<file path="src/ts_payload_extractor_macros.svh">
// Assertion macros shared by the transport stream payload extractor RTL.
`ifndef TS_PAYLOAD_EXTRACTOR_MACROS_SVH
`define TS_PAYLOAD_EXTRACTOR_MACROS_SVH

`ifndef SYNTHESIS

// Expression must hold at every clock edge outside reset.
`define TSPE_ASSERT_ALWAYS(label, clk, rst_n, expr) \
  label: assert property (@(posedge clk) disable iff (!rst_n) (expr)) \
    else $error("assertion failed");

// Implication property checked at every clock edge outside reset.
`define TSPE_ASSERT_IMPL(label, clk, rst_n, prop) \
  label: assert property (@(posedge clk) disable iff (!rst_n) prop) \
    else $error("assertion failed");

`else

`define TSPE_ASSERT_ALWAYS(label, clk, rst_n, expr)
`define TSPE_ASSERT_IMPL(label, clk, rst_n, prop)

`endif

`endif

</file>
<file path="src/tspe_pkg.sv">
// Types and constants of the transport stream payload extractor.
`default_nettype none

package tspe_pkg;

  localparam int BYTE_W    = 8;
  localparam int PID_W     = 13;
  localparam int START_W   = 9;   // payload start can reach 5 + 255
  localparam int APB_DATA_W = 32;
  localparam int APB_ADDR_W = 3;
  localparam int REG_IDX_W  = 1;

  localparam logic [BYTE_W-1:0] SYNC_BYTE    = 8'h47;
  localparam int                FLAG_PAYLOAD_BIT = 4;  // 0x10
  localparam int                FLAG_ADAPT_BIT   = 5;  // 0x20
  localparam int                PID_HI_BITS      = 5;  // low 5 bits of header byte 1

  // Header byte positions
  localparam int POS_PID_HI    = 1;
  localparam int POS_PID_LO    = 2;
  localparam int POS_FLAGS     = 3;
  localparam int POS_ADAPT_LEN = 4;
  localparam int HDR_BYTES     = 4;

  typedef enum logic [REG_IDX_W-1:0] {
    REG_WANTED_PID = 1'b0
  } reg_idx_t;

  typedef struct packed {
    logic [BYTE_W-1:0] payload_byte;
    logic              first_of_payload;
    logic              last_of_payload;
    logic              sync_error;
  } tspe_result_t;

endpackage

`default_nettype wire

</file>
<file path="src/tspe_cfg.sv">
// APB-style register file holding the wanted PID.
`default_nettype none

module tspe_cfg import tspe_pkg::*; (
  input  wire logic                  clk,
  input  wire logic                  rst_n,
  input  wire logic                  psel,
  input  wire logic                  penable,
  input  wire logic                  pwrite,
  input  wire logic [APB_ADDR_W-1:0] paddr,
  input  wire logic [APB_DATA_W-1:0] pwdata,
  output logic      [APB_DATA_W-1:0] prdata,
  output logic                       pready,
  output logic      [PID_W-1:0]      wanted_pid
);

  logic [PID_W-1:0]     wanted_pid_r;
  logic [PID_W-1:0]     wanted_pid_nxt;
  logic [REG_IDX_W-1:0] reg_idx;
  logic                 wr_en;

  assign reg_idx = paddr[APB_ADDR_W-1 -: REG_IDX_W];
  assign wr_en   = psel && penable && pwrite && pready;
  assign pready  = 1'b1;

  always_comb begin
    wanted_pid_nxt = wanted_pid_r;
    if (wr_en) begin
      case (reg_idx)
        REG_WANTED_PID: wanted_pid_nxt = pwdata[PID_W-1:0];
        default:        wanted_pid_nxt = wanted_pid_r;
      endcase
    end
  end

  always_comb begin
    case (reg_idx)
      REG_WANTED_PID: prdata = {{(APB_DATA_W-PID_W){1'b0}}, wanted_pid_r};
      default:        prdata = '0;
    endcase
  end

  always_ff @(posedge clk) begin
    if (!rst_n) begin
      wanted_pid_r <= '0;
    end else begin
      wanted_pid_r <= wanted_pid_nxt;
    end
  end

  assign wanted_pid = wanted_pid_r;

endmodule

`default_nettype wire

</file>
<file path="src/tspe_parser.sv">
// Packet header parser: position count, PID match and payload selection.
`default_nettype none

`include "ts_payload_extractor_macros.svh"

module tspe_parser import tspe_pkg::*; #(
  parameter int PACKET_BYTES = 188
) (
  input  wire logic              clk,
  input  wire logic              rst_n,
  input  wire logic              step,
  input  wire logic [BYTE_W-1:0] stream_byte,
  input  wire logic [PID_W-1:0]  wanted_pid,
  output logic                   emit,
  output tspe_result_t           res
);

  localparam int               POS_W    = $clog2(PACKET_BYTES);
  localparam logic [POS_W-1:0] LAST_POS = POS_W'(PACKET_BYTES - 1);
  localparam logic [START_W-1:0] PKT_LEN = START_W'(PACKET_BYTES);

  logic [POS_W-1:0]   pos_r,     pos_nxt;
  logic [PID_W-1:0]   pid_r,     pid_nxt;
  logic               good_r,    good_nxt;
  logic               adapt_r,   adapt_nxt;
  logic [START_W-1:0] start_r,   start_nxt;
  logic [PID_W-1:0]   latched_r, latched_nxt;
  logic [PID_W-1:0]   want;
  logic               sync_err;

  assign want = (wanted_pid != '0) ? wanted_pid : latched_r;

  always_comb begin
    pid_nxt     = pid_r;
    good_nxt    = good_r;
    adapt_nxt   = adapt_r;
    start_nxt   = start_r;
    latched_nxt = latched_r;
    sync_err    = 1'b0;

    if (pos_r == '0) begin
      good_nxt = (stream_byte == SYNC_BYTE);
      sync_err = (stream_byte != SYNC_BYTE);
    end else if (pos_r == POS_W'(POS_PID_HI)) begin
      pid_nxt = {stream_byte[PID_HI_BITS-1:0], {BYTE_W{1'b0}}};
    end else if (pos_r == POS_W'(POS_PID_LO)) begin
      pid_nxt = pid_r | {{(PID_W-BYTE_W){1'b0}}, stream_byte};
    end else if (pos_r == POS_W'(POS_FLAGS)) begin
      adapt_nxt = stream_byte[FLAG_ADAPT_BIT];
      start_nxt = START_W'(HDR_BYTES);
      if (good_r) begin
        if (!stream_byte[FLAG_PAYLOAD_BIT]) begin
          good_nxt = 1'b0;
        end else if (want == '0) begin
          latched_nxt = pid_r;          // zero PID leaves it unset
        end else if (want != pid_r) begin
          good_nxt = 1'b0;
        end
      end
    end else if (pos_r == POS_W'(POS_ADAPT_LEN) && adapt_r) begin
      start_nxt = START_W'(POS_ADAPT_LEN + 1) + {1'b0, stream_byte};
      if (start_nxt >= PKT_LEN) begin
        good_nxt = 1'b0;
      end
    end

    pos_nxt = (pos_r == LAST_POS) ? '0 : pos_r + 1'b1;
  end

  // Result for the byte in hand
  always_comb begin
    res  = '0;
    emit = 1'b0;
    if (sync_err) begin
      emit           = 1'b1;
      res.sync_error = 1'b1;
    end else if (pos_r >= POS_W'(HDR_BYTES) && good_nxt &&
                 START_W'(pos_r) >= start_nxt) begin
      emit                 = 1'b1;
      res.payload_byte     = stream_byte;
      res.first_of_payload = (START_W'(pos_r) == start_nxt);
      res.last_of_payload  = (pos_r == LAST_POS);
    end
  end

  always_ff @(posedge clk) begin
    if (!rst_n) begin
      pos_r     <= '0;
      pid_r     <= '0;
      good_r    <= 1'b0;
      adapt_r   <= 1'b0;
      start_r   <= START_W'(HDR_BYTES);
      latched_r <= '0;
    end else if (step) begin
      pos_r     <= pos_nxt;
      pid_r     <= pid_nxt;
      good_r    <= good_nxt;
      adapt_r   <= adapt_nxt;
      start_r   <= start_nxt;
      latched_r <= latched_nxt;
    end
  end

  `TSPE_ASSERT_IMPL(a_pos_wrap, clk, rst_n, (step && pos_r == LAST_POS) |=> (pos_r == '0))
  `TSPE_ASSERT_ALWAYS(a_pos_range, clk, rst_n, pos_r <= LAST_POS)
  `TSPE_ASSERT_IMPL(a_first_after_hdr, clk, rst_n,
    (step && emit && res.first_of_payload) |-> (pos_r >= POS_W'(HDR_BYTES)))

endmodule

`default_nettype wire

</file>
<file path="src/tspe_out_reg.sv">
// Result register with valid/ready handshake toward the receiver.
`default_nettype none

module tspe_out_reg import tspe_pkg::*; (
  input  wire logic         clk,
  input  wire logic         rst_n,
  input  wire logic         load,
  input  wire tspe_result_t res_in,
  input  wire logic         out_ready,
  output logic              can_take,
  output logic              out_valid,
  output tspe_result_t      res_out
);

  logic         valid_r, valid_nxt;
  tspe_result_t res_r;

  assign can_take = !valid_r || out_ready;

  always_comb begin
    valid_nxt = valid_r;
    if (load) begin
      valid_nxt = 1'b1;
    end else if (out_ready) begin
      valid_nxt = 1'b0;
    end
  end

  always_ff @(posedge clk) begin
    if (!rst_n) begin
      valid_r <= 1'b0;
    end else begin
      valid_r <= valid_nxt;
    end
  end

  always_ff @(posedge clk) begin
    if (load) begin
      res_r <= res_in;
    end
  end

  assign out_valid = valid_r;
  assign res_out   = res_r;

endmodule

`default_nettype wire

</file>
<file path="src/ts_payload_extractor.sv">
// Top level of the transport stream payload extractor.
//
// Usage:
//  - Input channel (in_valid/in_ready/in_stream_byte): one beat per byte of a
//    packet-aligned transport stream; the first beat after reset is byte 0 of
//    a packet of PACKET_BYTES bytes.
//  - Result channel (out_valid/out_ready/out_*): one beat per payload byte of
//    packets whose PID matches, first/last marked; a packet whose first byte
//    is not 0x47 gives a single beat with out_sync_error set and nothing else.
//  - APB port: register 0 (address 0) is wanted_pid; zero latches the PID of
//    the first packet that carries a payload. Write only while idle.
// Timing:
//  - Path: an accepted byte passes the input register, then header logic into
//    the result register; out_valid rises once the result register is loaded.
//  - Throughput: one byte per cycle unless out_ready stalls; the input and result
//    registers each hold one beat, so one more byte is taken while a result waits.
// Reset (synchronous, rst_n low): position back to byte 0, wanted and latched
// PID cleared, both registers emptied.
// Stall: with out_ready low the result register holds its beat; one more byte
// is taken into the input register, then in_ready drops until the result moves.
`default_nettype none

`include "ts_payload_extractor_macros.svh"

module ts_payload_extractor import tspe_pkg::*; #(
  parameter int PACKET_BYTES = 188
) (
  input  wire logic                  clk,
  input  wire logic                  rst_n,
  // stream input
  input  wire logic                  in_valid,
  output logic                       in_ready,
  input  wire logic [BYTE_W-1:0]     in_stream_byte,
  // results
  output logic                       out_valid,
  input  wire logic                  out_ready,
  output logic      [BYTE_W-1:0]     out_payload_byte,
  output logic                       out_first_of_payload,
  output logic                       out_last_of_payload,
  output logic                       out_sync_error,
  // configuration
  input  wire logic                  psel,
  input  wire logic                  penable,
  input  wire logic                  pwrite,
  input  wire logic [APB_ADDR_W-1:0] paddr,
  input  wire logic [APB_DATA_W-1:0] pwdata,
  output logic      [APB_DATA_W-1:0] prdata,
  output logic                       pready
);

  logic              s1_valid_r, s1_valid_nxt;
  logic [BYTE_W-1:0] s1_byte_r;
  logic              process_en;
  logic              can_take;
  logic              emit;
  logic [PID_W-1:0]  wanted_pid;
  tspe_result_t      res;
  tspe_result_t      res_out;

  tspe_cfg u_cfg (
    .clk        (clk),
    .rst_n      (rst_n),
    .psel       (psel),
    .penable    (penable),
    .pwrite     (pwrite),
    .paddr      (paddr),
    .pwdata     (pwdata),
    .prdata     (prdata),
    .pready     (pready),
    .wanted_pid (wanted_pid)
  );

  // Byte in the input register is consumed once the result side has room,
  // whether or not it yields a result.
  assign process_en = s1_valid_r && can_take;
  assign in_ready   = !s1_valid_r || process_en;

  always_comb begin
    s1_valid_nxt = s1_valid_r;
    if (in_valid && in_ready) begin
      s1_valid_nxt = 1'b1;
    end else if (process_en) begin
      s1_valid_nxt = 1'b0;
    end
  end

  always_ff @(posedge clk) begin
    if (!rst_n) begin
      s1_valid_r <= 1'b0;
    end else begin
      s1_valid_r <= s1_valid_nxt;
    end
  end

  always_ff @(posedge clk) begin
    if (in_valid && in_ready) begin
      s1_byte_r <= in_stream_byte;
    end
  end

  tspe_parser #(
    .PACKET_BYTES (PACKET_BYTES)
  ) u_parser (
    .clk         (clk),
    .rst_n       (rst_n),
    .step        (process_en),
    .stream_byte (s1_byte_r),
    .wanted_pid  (wanted_pid),
    .emit        (emit),
    .res         (res)
  );

  tspe_out_reg u_out_reg (
    .clk       (clk),
    .rst_n     (rst_n),
    .load      (process_en && emit),
    .res_in    (res),
    .out_ready (out_ready),
    .can_take  (can_take),
    .out_valid (out_valid),
    .res_out   (res_out)
  );

  assign out_payload_byte     = res_out.payload_byte;
  assign out_first_of_payload = res_out.first_of_payload;
  assign out_last_of_payload  = res_out.last_of_payload;
  assign out_sync_error       = res_out.sync_error;

  `TSPE_ASSERT_ALWAYS(a_empty_takes, clk, rst_n, s1_valid_r || in_ready)
  `TSPE_ASSERT_IMPL(a_s1_hold, clk, rst_n,
    (s1_valid_r && !process_en) |=> (s1_valid_r && $stable(s1_byte_r)))
  `TSPE_ASSERT_IMPL(a_err_beat_clean, clk, rst_n,
    (out_valid && out_sync_error) |-> (out_payload_byte == '0 &&
      !out_first_of_payload && !out_last_of_payload))

endmodule

`default_nettype wire
</file>
<file path="config.mk">
export PLATFORM = sky130hd
export DESIGN_NAME = ts_payload_extractor
export DESIGN_NICKNAME = d
export VERILOG_FILES = /design/src/tspe_pkg.sv /design/src/tspe_cfg.sv /design/src/tspe_parser.sv /design/src/tspe_out_reg.sv /design/src/ts_payload_extractor.sv
export VERILOG_INCLUDE_DIRS = /design/src /design/src/src
export SDC_FILE = /design/constraint.sdc
export NUM_CORES = 1
export LEC_CHECK = 0
export ABC_AREA = 1
export BUFFER_PORTS_ARGS = -buffer_cell sky130_fd_sc_hd__buf_2
export CAP_MARGIN = 10
export CELL_PAD_IN_SITES_DETAIL_PLACEMENT = 0
export CELL_PAD_IN_SITES_GLOBAL_PLACEMENT = 2
export CORE_MARGIN = 4
export CORE_UTILIZATION = 27
export CTS_CLUSTER_SIZE = 20
export DETAILED_ROUTE_END_ITERATION = 8
export HOLD_SLACK_MARGIN = 0.02
export PLACE_DENSITY_LB_ADDON = 0.05
export SYNTH_ARGS = -nofsm -noshare
export SYNTH_HDL_FRONTEND = slang
export SYNTH_HIERARCHICAL = 1
export SYNTH_SLANG_ARGS = --single-unit
export TNS_END_PERCENT = 30
</file>
<file path="constraint.sdc">
create_clock -name clk -period 3.8 [get_ports clk]
set_input_delay 0.57 -clock clk [delete_from_list [all_inputs] [get_ports clk]]
set_output_delay 0.57 -clock clk [all_outputs]
set_load 0.005 [all_outputs]
</file>
==> out/results.md <==
| Result | Value |
|---|---|
| Setup_tns | 0 ps |
| Proportion of layout cells with a drive suffix above 1 | 18.7% |
| First-pass GRT wire length | 21800 um |
| FFs w/ async S/R, synth | 0% |
| Dpl hpwl | 10200 um |
| CP max-delay cell | sky130_fd_sc_hd__edfxtp_1 |
| Period utilisation layout | 91.4% |
| RR Startpoint | s1_byte_r[1] |
| EDFF count, synth | 19 |
| Wire length on met1 | 7140 um |
| Port bufs | 54 |
| Total internal power | 1.55 mW |
| Met2 wire length | 5540 um |
| Floorplan die area | 19500 um2 |
| Clock power frac | 44.0% |
| Sequential cell fraction of total power | 43.0% |
| Top-count cell post-synth | sky130_fd_sc_hd__nand2_1 |
| Total power | 2.11 mW |
| # IOs | 96 |
| Register area share after synthesis | 37.9% |
| Number of nets still failing antenna checks after routing | 0 |
| Fraction of synthesized cell area taken by the top area cell type | 25.7% |
| Status | complete, no violations |
| Area of the core | 16800 um2 |
| Delay contributed by the slowest stage of the critical path | 480 ps |
| Unrepaired setup endpoints after global routing | false |
| Count of endpoints failing setup in the final report | 0 |
| Critical path capture point type | flop |
| Power density over the cells | 391 nW/um2 |
| Critical path, cell by cell | ha_1 -> nor2_1 -> nor2_1 -> nand2_1 -> xor2_1 -> o21bai_1 -> ha_1 -> nand2_1 -> nor4_1 -> nor2_1 -> a21oi_2 -> nand3_2 -> nand2_1 -> inv_1 -> nor2_1 -> buf_4 |
| Wire length on met3 | 502 um |
| Congestion Overflow GR | 0 |
| Worst Reg2Reg Path Length in Cells | 16 |
| Buffer levels on the longest clock path | 2 |
| Switching part of the total | 26.6% |
| Final cell count without fillers | 951 |
| R2R Path End | u_out_reg/res_out[2] |
| Distinct cell type count of the synthesized netlist | 37 |
| Vias | 4079 |
| Maximum number of pins on one net before global-route repair | 30 |
| Post-route design area | 5410 um2 |
| Maximum fanout count along the critical path | 12 |
| DRC errors left | 0 |
| CP startpoint kind | flop |
| Reg clk slew, reported paths | 60 ps |
| Number of instances in the placed design | 935 |
| Peak ir drop on the vdd network | 0.209 mV |
| Achievable Freq | 288 MHz |
| Core Rows | 47 |
| Count of cell instances traversed by the critical path | 16 |
| Hold WC Path Type | input port to flop |
| Max-cap check violation count | 0 |
| # nets final | 789 |
| Total net switching power | 0.563 mW |
| Syn_area_per_cell | 6.96 um2 |
| Buffers and inverters on the worst path | 2 |
| Setup crit end | u_out_reg/res_out[2] |
| TritonRoute pass-1 iters | 5 |
| Mean number of vias per cell | 4.29 |
| Clock buffers created by TritonCTS | 9 |
| Normalized max-slew margin | 43.4% |
| Aggregate global-route resource usage | 14.1% |
| Most used cell along the critical path | sky130_fd_sc_hd__nor2_1 |
| Clock latency of the later-clocked register in the worst-skew pair | 340 ps |
| Area of the mapped netlist | 4670 um2 |
| Routed length per placed instance | 14.1 um |
| Final min period | 3470 ps |
| Yosys warning total | 6 |
| Final setup skew | 9.98 ps |
| Number of H-tree branching levels | 3 |
| Reported leakage power | 2.52 nW |
| Die X-Extent | 140 um |
| Instance count of the mapped netlist | 672 |
| Worst path arrival time | 3510 ps |
| Total wire length | 13400 um |
| Total count of hold-check failures in the final report | 0 |
| Via count of the first global-routing pass | 4042 |
| CTS Root Cell | sky130_fd_sc_hd__clkbuf_16 |
| Chip height | 140 um |
| Register-to-register setup slack | 330 ps |
| Initial antenna violation count | 0 |
| Comb power frac | 13.1% |
| Crit Path Class | flop to flop |
| Cell family with most CP delay | simple AND/OR/NAND/NOR gates |
| Starting DRT DRC Count | 215 |
| Primary FF master, synth | sky130_fd_sc_hd__dfxtp_1 |
| Final Max Tran Viols | 0 |
| Largest area contributor in the synthesized netlist | sky130_fd_sc_hd__dfxtp_1 |
| RD Place Congestion | 0.766 |
| Commonest cells in the synthesized netlist | sky130_fd_sc_hd__nand2_1, sky130_fd_sc_hd__inv_1, sky130_fd_sc_hd__nor2_1 |
| Sinks on the clock net | 79 |
| Area after DPL | 5090 um2 |
| Initial cell density of the core | 27.9% |
| Number of flip-flops and latches in the synthesized netlist | 79 |
| Number of fill cells in the layout | 1850 |
| Final antenna diode count | 0 |
| Data required time at the worst endpoint | 3840 ps |
| Relative area change from synthesis to final layout | 15.8% |
| Transition at the pin with the smallest max-transition slack | 848 ps |
| TritonCTS clock tree | yes |
| Source of the critical timing path | s1_byte_r[1] |
| Biggest area contributors in the synthesized netlist | sky130_fd_sc_hd__dfxtp_1, sky130_fd_sc_hd__edfxtp_1, sky130_fd_sc_hd__nand2_1, sky130_fd_sc_hd__inv_1, sky130_fd_sc_hd__nor2_1 |
| Top sig layer | met4 |
[layout by cell type (no fill, tap or decap), types with 2 or more instances in the layout]
master	n
sky130_fd_sc_hd__nand2_1	127
sky130_fd_sc_hd__inv_1	111
sky130_fd_sc_hd__nor2_1	105
sky130_fd_sc_hd__dfxtp_1	60
sky130_fd_sc_hd__buf_2	54
sky130_fd_sc_hd__nand3_1	38
sky130_fd_sc_hd__a21oi_1	31
sky130_fd_sc_hd__o21ai_0	22
sky130_fd_sc_hd__conb_1	20
sky130_fd_sc_hd__edfxtp_1	19
sky130_fd_sc_hd__nor2_2	18
sky130_fd_sc_hd__o21ai_1	15
sky130_fd_sc_hd__ha_1	13
sky130_fd_sc_hd__nand3_2	12
sky130_fd_sc_hd__nand2_2	9
sky130_fd_sc_hd__clkbuf_16	9
sky130_fd_sc_hd__inv_2	9
sky130_fd_sc_hd__buf_4	9
sky130_fd_sc_hd__nor3_1	7
sky130_fd_sc_hd__xor2_1	5
sky130_fd_sc_hd__a21oi_2	4
sky130_fd_sc_hd__nand4_1	4
sky130_fd_sc_hd__o211ai_1	4
sky130_fd_sc_hd__nor4_1	3
sky130_fd_sc_hd__clkinv_2	2
sky130_fd_sc_hd__bufinv_16	2
sky130_fd_sc_hd__clkinvlp_4	2
sky130_fd_sc_hd__o21bai_1	2
sky130_fd_sc_hd__a31oi_1	2
sky130_fd_sc_hd__clkinv_1	2
[logic make-up after synthesis]
kind of cell             synth area share [%]
AND/OR/NAND/NOR                          32.2
buffers and inverters                    15.5
AO/OA/AOI/OAI                            9.77
flip-flops                               37.9
adder cells (fa/ha/maj)                  3.48
XOR/XNOR                                0.937
other                                   0.161
[worst min-delay path by stage]
stage / startpoint / end / slack [ps] / depth (start not counted)
2_1_floorplan: u_parser/start_r[2] / u_parser/start_r[2] / 440 / 2
3_3_place_gp: u_parser/start_r[2] / u_parser/start_r[2] / 460 / 2
3_5_place_dp: u_parser/pid_r[1] / u_parser/pid_r[1] / 480 / 2
4_1_cts: in_stream_byte[6] / s1_byte_r[6] / 390 / 1
5_1_grt: in_stream_byte[1] / s1_byte_r[1] / 390 / 1
6_report: in_stream_byte[3] / s1_byte_r[3] / 410 / 1
[metrics by stage]
step                hold slack [ps]  setup WS [ps]  utilization [%]
finish                          413            326             32.3
global route                    392           74.5             32.3
CTS                             394            250             32.2
detailed placement              478            290             30.4
global placement                463            297             30.4
floorplan                       440            152                -
[flip-flops by register name (all words and copies together), names as in the netlist]
| register | cells |
|---|---|
| u_parser/adapt_r | 1 |
| s1_valid_r | 1 |
| u_parser/latched_r | 13 |
| u_parser/start_r | 9 |
| u_parser/pid_r | 13 |
| u_parser/pos_r | 8 |
| u_out_reg/out_valid | 1 |
| u_cfg/wanted_pid | 13 |
| u_parser/good_r | 1 |
| u_out_reg/res_out | 11 |
| s1_byte_r | 8 |
[repair_timing]
action | 4_1_cts | 5_1_grt
setup endpoints to repair | 0 | 12
setup buffers | 0 | 0
hold buffers | 0 | 0
resized for setup | 0 | 3
[layout make-up]
type | instances | area, um2 | share of cell area, %
well taps | 220 | 275 | 5.08
multi-input cells | 451 | 2260 | 41.7
repair buffers | 63 | 338 | 6.24
clock buffers | 10 | 229 | 4.23
clock inverters | 6 | 85.1 | 1.57
flip-flops and latches | 79 | 1770 | 32.7
inverters | 122 | 458 | 8.46
[metal layers]
layer | up-vias | global-route usage [%]
met1 | 1816 | 20.3
met3 | 12 | 3.02
met5 | - | 0
li1 | 2163 | -
met2 | 88 | 21.1
met4 | 0 | 4.49
[power by group through the flow]
stage	registers [mW]	clock network (mW)	logic, mW
after detailed placement	0.927	0	0.278
after floorplan	0.921	0	0.208
final	0.908	0.930	0.276
after global placement	0.927	0	0.279
after CTS	0.909	0.969	0.279
after global routing	0.912	1.01	0.318
[worst register-to-register path, cell delays in order, from the launching register on]
cell and delay, ps:
sky130_fd_sc_hd__edfxtp_1 480, sky130_fd_sc_hd__ha_1 240, sky130_fd_sc_hd__nor2_1 190, sky130_fd_sc_hd__nor2_1 70
sky130_fd_sc_hd__nand2_1 110, sky130_fd_sc_hd__xor2_1 280, sky130_fd_sc_hd__o21bai_1 170, sky130_fd_sc_hd__ha_1 340
sky130_fd_sc_hd__nand2_1 60, sky130_fd_sc_hd__nor4_1 380, sky130_fd_sc_hd__nor2_1 90, sky130_fd_sc_hd__a21oi_2 230
sky130_fd_sc_hd__nand3_2 110, sky130_fd_sc_hd__nand2_1 70, sky130_fd_sc_hd__inv_1 30, sky130_fd_sc_hd__nor2_1 100
sky130_fd_sc_hd__buf_4 210
Note: power is estimated with default switching activity, not from simulation.
